### src/rtl/core/sai_pkg.sv
// Types and constants of the shifting list block.
// Used by the top level and the port checker.
package sai_pkg;

  localparam logic [1:0] OP_INSERT = 2'd0;
  localparam logic [1:0] OP_UPDATE = 2'd1;
  localparam logic [1:0] OP_DELETE = 2'd2;
  localparam logic [1:0] OP_READ   = 2'd3;

  localparam logic [1:0] ST_OK       = 2'd0;
  localparam logic [1:0] ST_OVERFLOW = 2'd1;
  localparam logic [1:0] ST_BADINDEX = 2'd2;
  localparam logic [1:0] ST_EMPTY    = 2'd3;

  localparam int         CAP_W     = 5;
  localparam logic [4:0] CAP_RESET = 5'd16;

  typedef struct packed {
    logic [1:0]         func;
    logic [7:0]         index;
    logic signed [31:0] data;
  } req_t;

  typedef struct packed {
    logic [1:0]         status;
    logic signed [31:0] value;
    logic [5:0]         position;
    logic [6:0]         count;
    logic               last;
  } res_t;

endpackage

### src/rtl/core/sai_ram.sv
// Element memory of the shifting list: one write port, one registered read port.
// Depends on nothing but its parameters.
module sai_ram #(
  parameter int DEPTH = 16,
  parameter int AW    = 4
) (
  input  logic                clk_i,
  input  logic                we_i,
  input  logic [AW-1:0]       waddr_i,
  input  logic signed [31:0]  wdata_i,
  input  logic [AW-1:0]       raddr_i,
  output logic signed [31:0]  rdata_o
);

  logic signed [31:0] mem_q [DEPTH];
  logic signed [31:0] rdata_q;

  always_ff @(posedge clk_i) begin
    if (we_i) begin
      mem_q[waddr_i] <= wdata_i;
    end
  end

  always_ff @(posedge clk_i) begin
    rdata_q <= mem_q[raddr_i];
  end

  assign rdata_o = rdata_q;

endmodule

### src/rtl/core/shifting_array_insert_delete.sv
// Dense list of signed words with insert, update, delete and read-all.
// Update, read of an empty list and every rejected item give their result in the cycle
// after start; insert and delete move one entry at a time, reading it and then writing
// it one place over, before a final step; read-all reads and then emits each element.
// Reset clears the count and sets the capacity to 16; the receiver cannot stall results.
// Depends on sai_pkg and sai_ram.
module shifting_array_insert_delete #(
  parameter int DEPTH = 16
) (
  input  logic                      clk_i,
  input  logic                      rst_ni,
  input  logic                      start_i,
  input  sai_pkg::req_t             req_i,
  output logic                      busy_o,
  output logic                      res_valid_o,
  output sai_pkg::res_t             res_o,
  input  logic                      cfg_valid_i,
  output logic                      cfg_ready_o,
  input  logic [sai_pkg::CAP_W-1:0] cfg_data_i
);

  localparam int AW = (DEPTH > 1) ? $clog2(DEPTH) : 1;
  localparam int CW = $clog2(DEPTH + 1);

  localparam logic [2:0] S_IDLE = 3'd0;
  localparam logic [2:0] S_SHRD = 3'd1;
  localparam logic [2:0] S_SHWR = 3'd2;
  localparam logic [2:0] S_FIN  = 3'd3;
  localparam logic [2:0] S_RDRD = 3'd4;
  localparam logic [2:0] S_RDEM = 3'd5;

  logic [2:0]                state_q, state_d;
  logic [CW-1:0]             ptr_q, ptr_d;
  logic [CW-1:0]             idx_q, idx_d;
  logic [CW-1:0]             cnt_q, cnt_d;
  logic [1:0]                func_q, func_d;
  logic signed [31:0]        data_q, data_d;
  logic [sai_pkg::CAP_W-1:0] cap_q, cap_d;
  sai_pkg::res_t             res_q, res_d;
  logic                      res_valid_q, res_valid_d;

  logic                      we;
  logic [AW-1:0]             waddr;
  logic signed [31:0]        wdata;
  logic [CW-1:0]             rd_ptr;
  logic signed [31:0]        rdata;

  logic [7:0]                cnt8;
  logic                      fits;
  logic                      full;
  logic [CW-1:0]             ins_idx;
  logic [CW-1:0]             ptr_inc;
  logic [CW-1:0]             ptr_dec;
  logic                      is_ins;

  assign cnt8    = 8'(cnt_q);
  assign fits    = req_i.index < cnt8;
  assign full    = (cnt8 >= 8'(cap_q)) || (cnt_q == CW'(DEPTH));
  assign ins_idx = fits ? CW'(req_i.index) : cnt_q;
  assign ptr_inc = ptr_q + 1'b1;
  assign ptr_dec = ptr_q - 1'b1;
  assign is_ins  = (func_q == sai_pkg::OP_INSERT);

  always_comb begin
    state_d     = state_q;
    ptr_d       = ptr_q;
    idx_d       = idx_q;
    cnt_d       = cnt_q;
    func_d      = func_q;
    data_d      = data_q;
    cap_d       = (cfg_valid_i && cfg_ready_o) ? cfg_data_i : cap_q;
    res_d       = res_q;
    res_valid_d = 1'b0;
    we          = 1'b0;
    waddr       = ptr_q[AW-1:0];
    wdata       = data_q;
    rd_ptr      = ptr_q;

    unique case (state_q)
      S_IDLE: begin
        if (start_i) begin
          func_d         = req_i.func;
          data_d         = req_i.data;
          res_d.status   = sai_pkg::ST_OK;
          res_d.value    = '0;
          res_d.position = '0;
          res_d.count    = 7'(cnt_q);
          res_d.last     = 1'b1;
          unique case (req_i.func)
            sai_pkg::OP_INSERT: begin
              if (full) begin
                res_d.status = sai_pkg::ST_OVERFLOW;
                res_valid_d  = 1'b1;
              end else begin
                ptr_d   = cnt_q;
                idx_d   = ins_idx;
                state_d = (cnt_q > ins_idx) ? S_SHRD : S_FIN;
              end
            end
            sai_pkg::OP_UPDATE: begin
              res_valid_d = 1'b1;
              if (fits) begin
                we    = 1'b1;
                waddr = req_i.index[AW-1:0];
                wdata = req_i.data;
              end else begin
                res_d.status = sai_pkg::ST_BADINDEX;
              end
            end
            sai_pkg::OP_DELETE: begin
              if (fits) begin
                ptr_d   = CW'(req_i.index);
                state_d = ((CW'(req_i.index) + 1'b1) < cnt_q) ? S_SHRD : S_FIN;
              end else begin
                res_d.status = sai_pkg::ST_BADINDEX;
                res_valid_d  = 1'b1;
              end
            end
            sai_pkg::OP_READ: begin
              if (cnt_q == '0) begin
                res_d.status = sai_pkg::ST_EMPTY;
                res_valid_d  = 1'b1;
              end else begin
                ptr_d   = '0;
                state_d = S_RDRD;
              end
            end
            default: state_d = S_IDLE;
          endcase
        end
      end
      S_SHRD: begin
        rd_ptr  = is_ins ? ptr_dec : ptr_inc;
        state_d = S_SHWR;
      end
      S_SHWR: begin
        we    = 1'b1;
        wdata = rdata;
        if (is_ins) begin
          ptr_d   = ptr_dec;
          state_d = ((ptr_q - 1'b1) > idx_q) ? S_SHRD : S_FIN;
        end else begin
          ptr_d   = ptr_inc;
          state_d = ((ptr_q + 2'd2) < cnt_q) ? S_SHRD : S_FIN;
        end
      end
      S_FIN: begin
        if (is_ins) begin
          we    = 1'b1;
          waddr = idx_q[AW-1:0];
          cnt_d = cnt_q + 1'b1;
        end else begin
          cnt_d = cnt_q - 1'b1;
        end
        res_d.status   = sai_pkg::ST_OK;
        res_d.value    = '0;
        res_d.position = '0;
        res_d.count    = 7'(cnt_d);
        res_d.last     = 1'b1;
        res_valid_d    = 1'b1;
        state_d        = S_IDLE;
      end
      S_RDRD: begin
        state_d = S_RDEM;
      end
      S_RDEM: begin
        res_d.status   = sai_pkg::ST_OK;
        res_d.value    = rdata;
        res_d.position = 6'(ptr_q);
        res_d.count    = 7'(cnt_q);
        res_d.last     = (ptr_inc == cnt_q);
        res_valid_d    = 1'b1;
        ptr_d          = ptr_inc;
        state_d        = (ptr_inc == cnt_q) ? S_IDLE : S_RDRD;
      end
      default: state_d = S_IDLE;
    endcase
  end

  always_ff @(posedge clk_i or negedge rst_ni) begin
    if (!rst_ni) begin
      state_q     <= S_IDLE;
      cnt_q       <= '0;
      cap_q       <= sai_pkg::CAP_RESET;
      res_valid_q <= 1'b0;
    end else begin
      state_q     <= state_d;
      cnt_q       <= cnt_d;
      cap_q       <= cap_d;
      res_valid_q <= res_valid_d;
    end
  end

  always_ff @(posedge clk_i) begin
    ptr_q  <= ptr_d;
    idx_q  <= idx_d;
    func_q <= func_d;
    data_q <= data_d;
    res_q  <= res_d;
  end

  sai_ram #(
    .DEPTH (DEPTH),
    .AW    (AW)
  ) u_ram (
    .clk_i   (clk_i),
    .we_i    (we),
    .waddr_i (waddr),
    .wdata_i (wdata),
    .raddr_i (rd_ptr[AW-1:0]),
    .rdata_o (rdata)
  );

  assign busy_o      = (state_q != S_IDLE);
  assign cfg_ready_o = (state_q == S_IDLE);
  assign res_valid_o = res_valid_q;
  assign res_o       = res_q;

endmodule

### config.mk
export PLATFORM = sky130hd
export DESIGN_NAME = shifting_array_insert_delete
export DESIGN_NICKNAME = d
export VERILOG_FILES = /design/src/rtl/core/sai_pkg.sv /design/src/rtl/core/sai_ram.sv /design/src/rtl/core/shifting_array_insert_delete.sv
export SDC_FILE = /design/constraint.sdc
export NUM_CORES = 1
export LEC_CHECK = 0
export BUFFER_PORTS_ARGS = -buffer_cell sky130_fd_sc_hd__buf_2
export CAP_MARGIN = 30
export CORE_MARGIN = 3
export CORE_UTILIZATION = 56
export DETAILED_ROUTE_END_ITERATION = 7
export GPL_TIMING_DRIVEN = 0
export PLACE_DENSITY = 0.81
export SLEW_MARGIN = 20
export SYNTH_ARGS = -nofsm -noshare
export SYNTH_HDL_FRONTEND = slang
export SYNTH_SLANG_ARGS = --single-unit
### constraint.sdc
create_clock -name clk_i -period 4.1 [get_ports clk_i]
set_input_delay 0.615 -clock clk_i [delete_from_list [all_inputs] [get_ports clk_i]]
set_output_delay 0.615 -clock clk_i [all_outputs]
set_load 0.01 [all_outputs]
== Word-level counts from Yosys, hierarchy flattened ==
Memories as Yosys holds them, arrays and structs flattened. A register that Yosys moved wholly into a read port is not among the register bits.
Cells that the tools add are included.

* Logic and storage cells: 108
* Memory bits (writable): 512
* Register bits: 106
* Output and inout bits: 51
* Memories: 1
* Input port bits: 51

* Eq/ne operators: 15
* Reduce and logical (&&, ||, !) cells: 16
* Bitwise gates (word level): 1
* Magnitude comparators: 6
* Add/subtract/negate cells: 6
* Muxes and demuxes: 50

{| class="wikitable"
|+ Memory list
! memory !! words !! bits a word !! rd ports !! clocked after Yosys merged registers in !! wr ports !! RTL line !! RTL
|-
| u_ram.mem_q || 16 || 32 || 1 || 1 || 1 || sai_ram.sv:15 || <nowiki>logic signed [31:0] mem_q [DEPTH];</nowiki>
|}

{| class="wikitable"
|+ Operators with widths
! cell !! count
|-
| case mux 48 bit (3 select lines) || 1
|-
| 2-to-1 mux 32 bit || 3
|-
| case mux 32 bit (2 select lines) || 1
|-
| 2-to-1 mux 48 bit || 1
|-
| 2-to-1 mux 5 bit || 7
|-
| case mux 5 bit (3 select lines) || 2
|-
| 2-to-1 mux 4 bit || 5
|-
| adder 5 x 1 -> 5 bit (second input constant) || 3
|-
| 2-to-1 mux 3 bit || 5
|-
| case mux 3 bit (5 select lines) || 1
|-
| 2-to-1 mux 2 bit || 7
|-
| 2-to-1 mux 1 bit || 11
|-
| > comparator 5 bit || 2
|-
| less-than comparator 5 bit || 2
|-
| subtractor 5 x 1 -> 5 bit (second input constant) || 2
|-
| inequality test 3 bit (second input constant) || 3
|-
| case mux 3 bit (3 select lines) || 1
|-
| nonzero test 3 bit || 3
|-
| less-than comparator 8 x 5 -> 1 bit || 1
|-
| case mux 4 bit (2 select lines) || 1
|-
| == test 3 x 2 -> 1 bit (second input constant) || 2
|-
| == test 3 bit (second input constant) || 2
|-
| case mux 2 bit (3 select lines) || 1
|-
| AND reduction 6 bit || 1
|-
| other kinds (22) || 26
|}

== Depth between registers and ports, before layout ==
Gate-level depths: netlist of the first run.

* Word-level depth: 8
* Depth in mapped cells: 13
* Mapped depth without buffers: 13

== Modules after synthesis ==
Synthesis of the first run repeated with hierarchy kept, for this count alone.

* Cell total of the unflattened synthesis: 1343
* Area total of the unflattened synthesis: 25684.6 um^2

{| class="wikitable"
|+ Modules (own cells, without submodules)
! module !! area an instance (um^2) !! times used !! cells an instance !! sequential area each (um^2)
|-
| sai_ram || 19835.3 || 1 || 838 || 16015.4
|-
| shifting_array_insert_delete || 5849.4 || 1 || 505 || 3024.2
|}

== Worst setup path after synthesis of the first run ==
No wires, ideal clock.

* Path type: register to register
* Start point: register cnt_q[4]
* End point: memory u_ram.mem_q[14][0], enable pin
* Clock period less this slack: 4.153 ns
* Buffers on the path: 0
* Setup slack: -0.053 ns
* Arrival time: 3.728 ns
* Stages on the path, launching flop included: 9
* Library setup time: 0.425 ns
* Data required time: 3.675 ns
* Cells stage by stage: dfrtp_1 > clkinv_1 > ha_1 > nor4_1 > o21ai_0 > a211oi_2 > o311ai_1 > a211o_1 > nor2b_1

* Longest elaborated chain between the ends: 7
* Elaborated cells between the ends (all ways): 11
* Classes of those cells: 1 x order compare; 10 x mux

{| class="wikitable"
|+ Ends and longest elaborated chain
! item !! RTL line !! RTL
|-
| start: declaration || shifting_array_insert_delete.sv:35 || <nowiki>logic [CW-1:0] cnt_q, cnt_d;</nowiki>
|-
| start signal: assignment || shifting_array_insert_delete.sv:188 || <nowiki>cnt_q <= cnt_d;</nowiki>
|-
| less-than comparator 8 x 5 -> 1 bit (*) || shifting_array_insert_delete.sv:57 || <nowiki>assign fits = req_i.index < cnt8;</nowiki>
|-
| 2-to-1 mux 1 bit || shifting_array_insert_delete.sv:102 || <nowiki>if (fits) begin</nowiki>
|-
| 2-to-1 mux 1 bit || shifting_array_insert_delete.sv:89 || <nowiki>unique case (req_i.func)</nowiki>
|-
| 2-to-1 mux 1 bit || shifting_array_insert_delete.sv:81 || <nowiki>if (start_i) begin</nowiki>
|-
| case mux 1 bit (3 select lines) || shifting_array_insert_delete.sv:79 || <nowiki>unique case (state_q)</nowiki>
|-
| 2-to-1 mux 1 bit || sai_ram.sv:19 || <nowiki>if (we_i) begin</nowiki>
|-
| 2-to-1 mux 1 bit (implied by the code) || sai_ram.sv:20 || <nowiki>mem_q[waddr_i] <= wdata_i;</nowiki>
|-
| end: declaration || sai_ram.sv:15 ||
|}

Every way passes the cells marked *; elsewhere a longest branch is shown, timed or not.

== Worst setup path in the final report of the first run ==
* Start point: register ptr_q[0]
* End point: register u_ram.rdata_q[29] (netlist: u_ram.rdata_o[29]) (read register of u_ram.mem_q)

* Longest elaborated chain between the ends: 3
* Elaborated cells between the ends (all ways): 4
* Classes of those cells: 2 x add/sub; 2 x mux

{| class="wikitable"
|+ Ends and longest elaborated chain
! item !! RTL line !! RTL
|-
| start: declaration || shifting_array_insert_delete.sv:33 || <nowiki>logic [CW-1:0] ptr_q, ptr_d;</nowiki>
|-
| start signal: assignment || shifting_array_insert_delete.sv:195 || <nowiki>ptr_q <= ptr_d;</nowiki>
|-
| adder 5 x 1 -> 5 bit or subtractor 5 x 1 -> 5 bit (tied branches) || shifting_array_insert_delete.sv:60, shifting_array_insert_delete.sv:61 ||
|-
| 2-to-1 mux 5 bit || -- ||
|-
| 2-to-1 mux 4 bit (*) || shifting_array_insert_delete.sv:79 ||
|-
| end: declaration || sai_ram.sv:16 || <nowiki>logic signed [31:0] rdata_q;</nowiki>
|}

Marked as above.
A chain may end at the register's enable or synchronous reset.

==> results of run 1 <==
-- registers in the layout, summed over array words and instances (netlist names) --
register and count:
func_q 2, idx_q 5, cap_q 5, cnt_q 5, res_o 45, u_ram.mem_q 512, u_ram.rdata_o 32, ptr_q 5
res_valid_o 1, data_q 32, state_q 3
-- final timing paths --
path	slack, ns	endpoint	cells past startpoint	start
setup / recovery	0.07	u_ram.rdata_o[29]$_DFF_P_	11	ptr_q[0]$_DFFE_PP_
hold / removal	0.18	data_q[24]$_DFFE_PP_	1	req_i[24]
setup reg to reg	0.07	u_ram.rdata_o[29]$_DFF_P_	11	ptr_q[0]$_DFFE_PP_
hold reg to reg	0.52	cap_q[0]$_DFFE_PN0P_	1	cap_q[0]$_DFFE_PN0P_
max in group asynchronous	3.36	cap_q[4]$_DFFE_PN1P_	2	rst_ni
min in group asynchronous	0.45	cnt_q[0]$_DFFE_PN0P_	2	rst_ni
-- worst max-delay path, stage by stage (launching register included) --
cell      delay [ns]
edfxtp_1        0.46
buf_2           0.24
inv_1           0.37
ha_1            0.38
or3_1           0.45
clkbuf_1        0.28
clkbuf_1        0.31
and4_1          0.28
a311o_1         0.31
mux2i_1         0.26
o32ai_1         0.18
a221o_1         0.37
-- cell families (layout without fill, tap and decap cells) --
kind of cell | after synthesis | after routing | synth area share, %
compound gates | 454 | 454 | 12.6
xor+xnor | 22 | 22 | 0.693
fa+ha+maj | 43 | 43 | 1.89
buf+inv | 193 | 460 | 3.05
flops | 647 | 647 | 65.9
mux | 232 | 232 | 8.07
other cells | 1 | 5 | 0.0130
simple gates | 407 | 407 | 7.77
-- repair_timing --
item	CTS	global route
hold endpoints to repair	13	0
buffers inserted	11	5
endpoints found under the setup margin	374	576
pin swaps	11	2
hold buffers	1	0
resized for setup	0	10
cloned	0	0
-- report_power, final --
group	internal, mW	switching, mW
registers	8.74	0.376
logic	3.81	7.47
clock network	3.59	2.54
total	16.1	10.4
-- Yosys cell counts, drive strengths merged, types with 4 or more instances --
cell,count
nand3,9
and4,65
dfrtp,13
nor2,34
mux2,5
a221o,32
edfxtp,601
ha,42
o211a,63
o21ai,26
nor2b,8
dfxtp,32
a211oi,70
inv,33
clkbuf,88
and2,5
o2111ai,4
xor2,9
a311o,64
o211ai,9
and3,38
buf,71
nor3,5
a21o,5
o32ai,32
nand2,161
a21oi,81
a22oi,36
mux2i,227
o221ai,5
nand2b,71
xnor2,13
-- stage by stage --
| step | std cells | cell area [um2] | TNS, ns | setup slack, ns |
|---|---|---|---|---|
| detailed placement | 2801 | 31000 | -65.21 | -0.446 |
| CTS | 2933 | 33400 | 0 | 0.00197 |
| finish | 2942 | 33500 | 0 | 0.0721 |
| global placement | 2771 | 30200 | -978.73 | -2.40 |
| floorplan | 2001 | 28900 | 0 | 0.0348 |
| global route | 2940 | 33500 | 0 | 0.0212 |
-- area by class of cell --
class	count	area [um2]
Clock inverter	24	258
Buffer	158	754
Timing Repair Buffer	148	1370
Inverter	34	134
Fill cell	3467	17100
Tap cell	672	841
Multi-Input combinational cell	1161	9130
Sequential cell	647	19000
Antenna cell	2	5.00
Clock buffer	96	1930
-- cells in the final DEF, fill, tap and decap left out, types with 14 or more instances in the layout --
cell type / instances
clkbuf_16: 70
nand2b_1: 71
o21ai_0: 21
o211a_1: 63
buf_12: 15
a221o_1: 32
inv_1: 32
buf_4: 31
a22oi_1: 36
and4_1: 65
a211oi_1: 69
nand2_1: 158
clkbuf_1: 99
and3_1: 37
ha_1: 42
buf_2: 140
a21oi_1: 81
dfxtp_1: 32
o32ai_1: 32
edfxtp_1: 601
nor2_1: 20
a311o_1: 64
mux2i_1: 226
nor2_4: 14
-- routing by layer --
metal / vias to the layer above / share of wire, %
met5: - / 0
met4: 0 / 5.1
met3: 305 / 11
met2: 1428 / 47
met1: 9794 / 37
li1: 8357 / -
==> results_dict.tcl, run 1 <==
set metrics [dict create \
    hold_path.class "input pin to register" \
    grt_use_met2_pct 51.1 \
    cts_buffers 66 \
    start_kind "register" \
    routed_wl_mm 85.5 \
    synth_area_um2 28900 \
    yosysTopAreaCell "edfxtp_1" \
    synth_cells 1999 \
    synth_warnings 0 \
    power_density_nw_per_um2 793 \
    use_met3_pct 7.16 \
    ys_top_cells_by_area "edfxtp_1, mux2i_1, a311o_1, dfxtp_1, o211a_1" \
    ir_worst_vdd_uv 388 \
    setup-violations-final 0 \
    worst-path-max-fanout 10 \
    die_w_um 233 \
    start_util_pct 57.1 \
    maxSlewViolCount 0 \
    grt_setup_unrepaired "false" \
    yosysUniqueCellTypes 74 \
    synthToLayoutAreaGrowth_pct 15.8 \
    drive_gt1_share_pct 15.6 \
    period_minus_slack_ns 4.03 \
    grt_busiest_layer "met2" \
    synth_edf_count 601 \
    drc 0 \
    use_met1_pct 40.0 \
    tightest_slew_ns 1.07 \
    ios 102 \
    antenna_left 0 \
    power_mw 26.5 \
    synthArstFlopShare_pct 2.16 \
    die-area_um2 54400 \
    drv_cap 0 \
    power_leakage_nw 12.6 \
    synth_top_area_share_pct 62.5 \
    grt_pass1_wl_mm 125 \
    antenna_found_initial 1 \
    core_area_um2 50600 \
    root_buffer "clkbuf_16" \
    yosysSeqAreaShare_pct 65.9 \
    gr-total-overflow 0 \
    finalHoldViolations 0 \
    gp_congestion 0.956 \
    dr.first_iter.drc_count 2833 \
    critPathArrivalTime_ns 4.51 \
    timing.slew.headroom_pct 28.5 \
    timing.hold.ws_ns 0.182 \
    grt_max_degree 36 \
    path_class "register to register" \
    utilization_pct 66.2 \
    path_clk_slew_ns 0.06 \
    htree_num_levels 3 \
    numPortBuffers 98 \
    gr-usage-all-layers_pct 31.3 \
    cts_sinks 647 \
    die_y_um 233 \
    fin_crit_sh_pct 98.2 \
    ys_seq_elements 647 \
    max_clock_freq_mhz 248 \
    dr_total_vias 19884 \
    required_ns 4.58 \
    finClkSkew_ns 0.0264 \
    status "completed" \
    grt_pass1_vias 19685 \
    firstDrtPassIters 7 \
    synth-main-ff-cell "edfxtp_1" \
    avgViaCountPerCell 6.76 \
    final_nets 2310 \
    wl_per_cell_um 29.1 \
    row_count 82 \
    clkLatencyLatePin_ns 0.63 \
    crit_path_end_kind "register" \
    cts_max_path_buffers 3 \
    syn_area_per_cell_um2 14.5 \
    tritoncts "yes" \
    dp.final_hpwl_mm 57.1 \
]
Power figures use the tool's default switching activity.
==> inputs of run 2 (changes only) <==
ABC_AREA = 1   (was not set)
==> run 2 against run 1 <==
Net effect: register-to-register slack improved by 0.11 ns; flip-flop and latch count did not move; clock power fell by 7.7%; die area fell by 7.5%; worst hold slack worse by 0.019 ns; sequential power increased by 2%; sequential share of layout area is 4.0 points higher; critical path type unchanged.
==> results_dict.tcl, run 2 <==
set metrics [dict create \
    placedInstanceArea_um2 28900 \
    layout_common_cells "edfxtp_1, nor2_1, o21ai_0" \
    gr-usage-all-layers_pct 31.7 \
    synthMuxAreaShare_pct 0.0422 \
    worstReg2RegStart "cnt_q[4]$_DFFE_PN0P_" \
    fin_crit_sh_pct 95.6 \
    synthSimpleGateAreaFrac_pct 10.3 \
    utilization_pct 66.7 \
    tritoncts "yes" \
    antenna_left 0 \
    whs_endpoint "data_q[17]$_DFFE_PP_" \
    p_sw_share_pct 44.5 \
    power_mw 28.2 \
    setup-violations-final 0 \
    power_leakage_nw 11.3 \
    dr.first_iter.drc_count 3720 \
    avgViaCountPerCell 6.53 \
    start_kind "register" \
    r2r_cells 11 \
    synthXorXnorAreaFrac_pct 0.713 \
    row_count 79 \
    max_clock_freq_mhz 255 \
    r2r_end "u_ram.mem_q[4][7]$_DFFE_PP_" \
    ys_seq_elements 647 \
    ir_worst_vdd_uv 665 \
    synth_warnings 0 \
    critPathArrivalTime_ns 4.24 \
    yosysMostFrequentCell "edfxtp_1" \
    firstDrtPassIters 7 \
    htree_num_levels 2 \
    period_minus_slack_ns 3.92 \
    numPortBuffers 98 \
    path_clk_slew_ns 0.07 \
    clkLatencyLatePin_ns 0.65 \
    combPwrFrac_pct 46.9 \
    routed_wl_mm 83.2 \
    switchingPower_mw 12.5 \
    synth_edf_count 601 \
    ys_top_cells_by_area "edfxtp_1, nor2_1, o21ai_0, o211ai_1, dfxtp_1" \
    cts_max_path_buffers 3 \
    status "completed" \
    finalHoldViolations 0 \
    num_antenna_cells 0 \
    synth-main-ff-cell "edfxtp_1" \
    critPathLaunch "cnt_q[4]$_DFFE_PN0P_" \
    hold_path_depth 1 \
    final_nets 2509 \
    synth_top_family_by_area "compound AO/OA/AOI/OAI gates" \
    dr_total_vias 20054 \
    grt_pass1_vias 19457 \
    largest_reg_flops 512 \
    tightest_slew_ns 1.14 \
    dp.final_hpwl_mm 52.4 \
    final_common_cell "edfxtp_1" \
    synth_top_area_share_pct 67.6 \
    gr-total-overflow 0 \
    cts_buffers 59 \
    cts_sinks 647 \
    finClkSkew_ns 0.0283 \
    root_buffer "clkbuf_16" \
    yosysTopAreaCell "edfxtp_1" \
    antenna_found_initial 1 \
    die_w_um 224 \
    largest_register "u_ram.mem_q" \
    grt_pass1_wl_mm 118 \
    synth_cells 2176 \
    gp_congestion 0.933 \
    crit_path_end_kind "register" \
    required_ns 4.42 \
    path_class "register to register" \
    worstHoldStart "req_i[17]" \
    synth_compound_area_share_pct 11.4 \
    drive_gt1_share_pct 15.9 \
    clock_power_share_pct 20.1 \
    grt_max_degree 46 \
    syn_area_per_cell_um2 12.3 \
    synthArstFlopShare_pct 2.16 \
    fin_area_um2 31200 \
    sequentialPowerShare_pct 33.0 \
    synthToLayoutAreaGrowth_pct 17.1 \
    core_area_um2 46900 \
    drv_cap 0 \
    worst-path-max-fanout 19 \
    wl_per_cell_um 27.1 \
    start_util_pct 57.0 \
    drc 0 \
    p_int_mw 15.6 \
    yosysSeqAreaShare_pct 71.3 \
    die-area_um2 50300 \
    hold_path.class "input pin to register" \
    timing.slew.headroom_pct 24.3 \
    power_density_nw_per_um2 902 \
    rrSetupSlack_ns 0.18 \
    maxSlewViolCount 0 \
    ios 102 \
    synthAdderAreaFrac_pct 2.04 \
    yosysUniqueCellTypes 38 \
    synth_area_um2 26700 \
    die_y_um 224 \
    synth_common_cells "edfxtp_1, nor2_1, o21ai_0, o211ai_1, inv_1" \
]
==> run 2: what timing repair did <==
item                       CTS  global route
hold buffers                 1             0
hold endpoints to repair    13             0
buffers inserted             0            17
setup endpoints to repair    0           175
gates resized for setup      0             0
==> run 2: metrics by stage <==
| step | hold WS, ns | instances | TNS [ns] | setup slack (ns) |
|---|---|---|---|---|
| floorplan | 0.319 | 2178 | 0 | 0.193 |
| global placement | 0.480 | 2883 | -904.72 | -2.26 |
| detailed placement | 0.479 | 2926 | 0 | 0.222 |
| CTS | 0.145 | 3039 | 0 | 0.181 |
| global route | 0.160 | 3073 | -0.470 | -0.0287 |
| finish | 0.162 | 3073 | 0 | 0.181 |
==> run 2: critical path: stages (launching register included) <==
cell and delay, ns:
dfrtp_1 0.54, clkinv_1 0.42, ha_1 0.44, nand2_1 0.09, nand4_1 0.15, clkinv_1 0.36
nand2_1 0.20, nand2_1 0.07, nor2_1 0.17, nand2_1 0.29, nor2_4 0.56, buf_12 0.28
==> run 2: final cells by class <==
| class | count | area (um2) |
|---|---|---|
| Buffer | 125 | 611 |
| Clock buffer | 89 | 1740 |
| Clock inverter | 23 | 275 |
| Fill cell | 3063 | 15600 |
| Inverter | 135 | 507 |
| Multi-Input combinational cell | 1271 | 6680 |
| Sequential cell | 647 | 19000 |
| Tap cell | 607 | 759 |
| Timing Repair Buffer | 176 | 1630 |
==> run 2: power by group through the flow <==
stage / registers [mW] / logic (mW) / clock network, mW
2_1_floorplan: 9.45 / 7.16 / 0
3_3_place_gp: 9.51 / 11.2 / 0
3_5_place_dp: 9.44 / 12.2 / 0
4_1_cts: 9.31 / 12.4 / 5.64
5_1_grt: 9.37 / 13.9 / 5.91
6_report: 9.31 / 13.2 / 5.67
==> run 2: logic make-up after synthesis <==
group	Yosys count
multiplexers	1
AND/OR/NAND/NOR	686
flip-flops	647
adder cells (fa/ha/maj)	43
other	1
AO/OA/AOI/OAI	518
buffers and inverters	260
XOR/XNOR	20
==> run 2: worst max-delay path by stage <==
stage,end,slack (ns),cells past startpoint
after detailed placement,u_ram.mem_q[2][27]$_DFFE_PP_,0.22,10
after floorplan,res_o[0]$_DFFE_PP_,0.19,5
final,u_ram.mem_q[4][7]$_DFFE_PP_,0.18,11
after CTS,u_ram.mem_q[7][0]$_DFFE_PP_,0.18,15
after global routing,u_ram.mem_q[4][9]$_DFFE_PP_,-0.03,15
after global placement,res_o[32]$_DFFE_PP_,-2.26,5
==> run 2: routing by layer <==
layer,up-vias,GRT usage (%),wire length (um)
met3,407,10.6,12100
li1,8300,-,-
met2,1890,48.5,37600
met5,-,0,23
met1,9453,39.1,27700
met4,4,20.1,5730
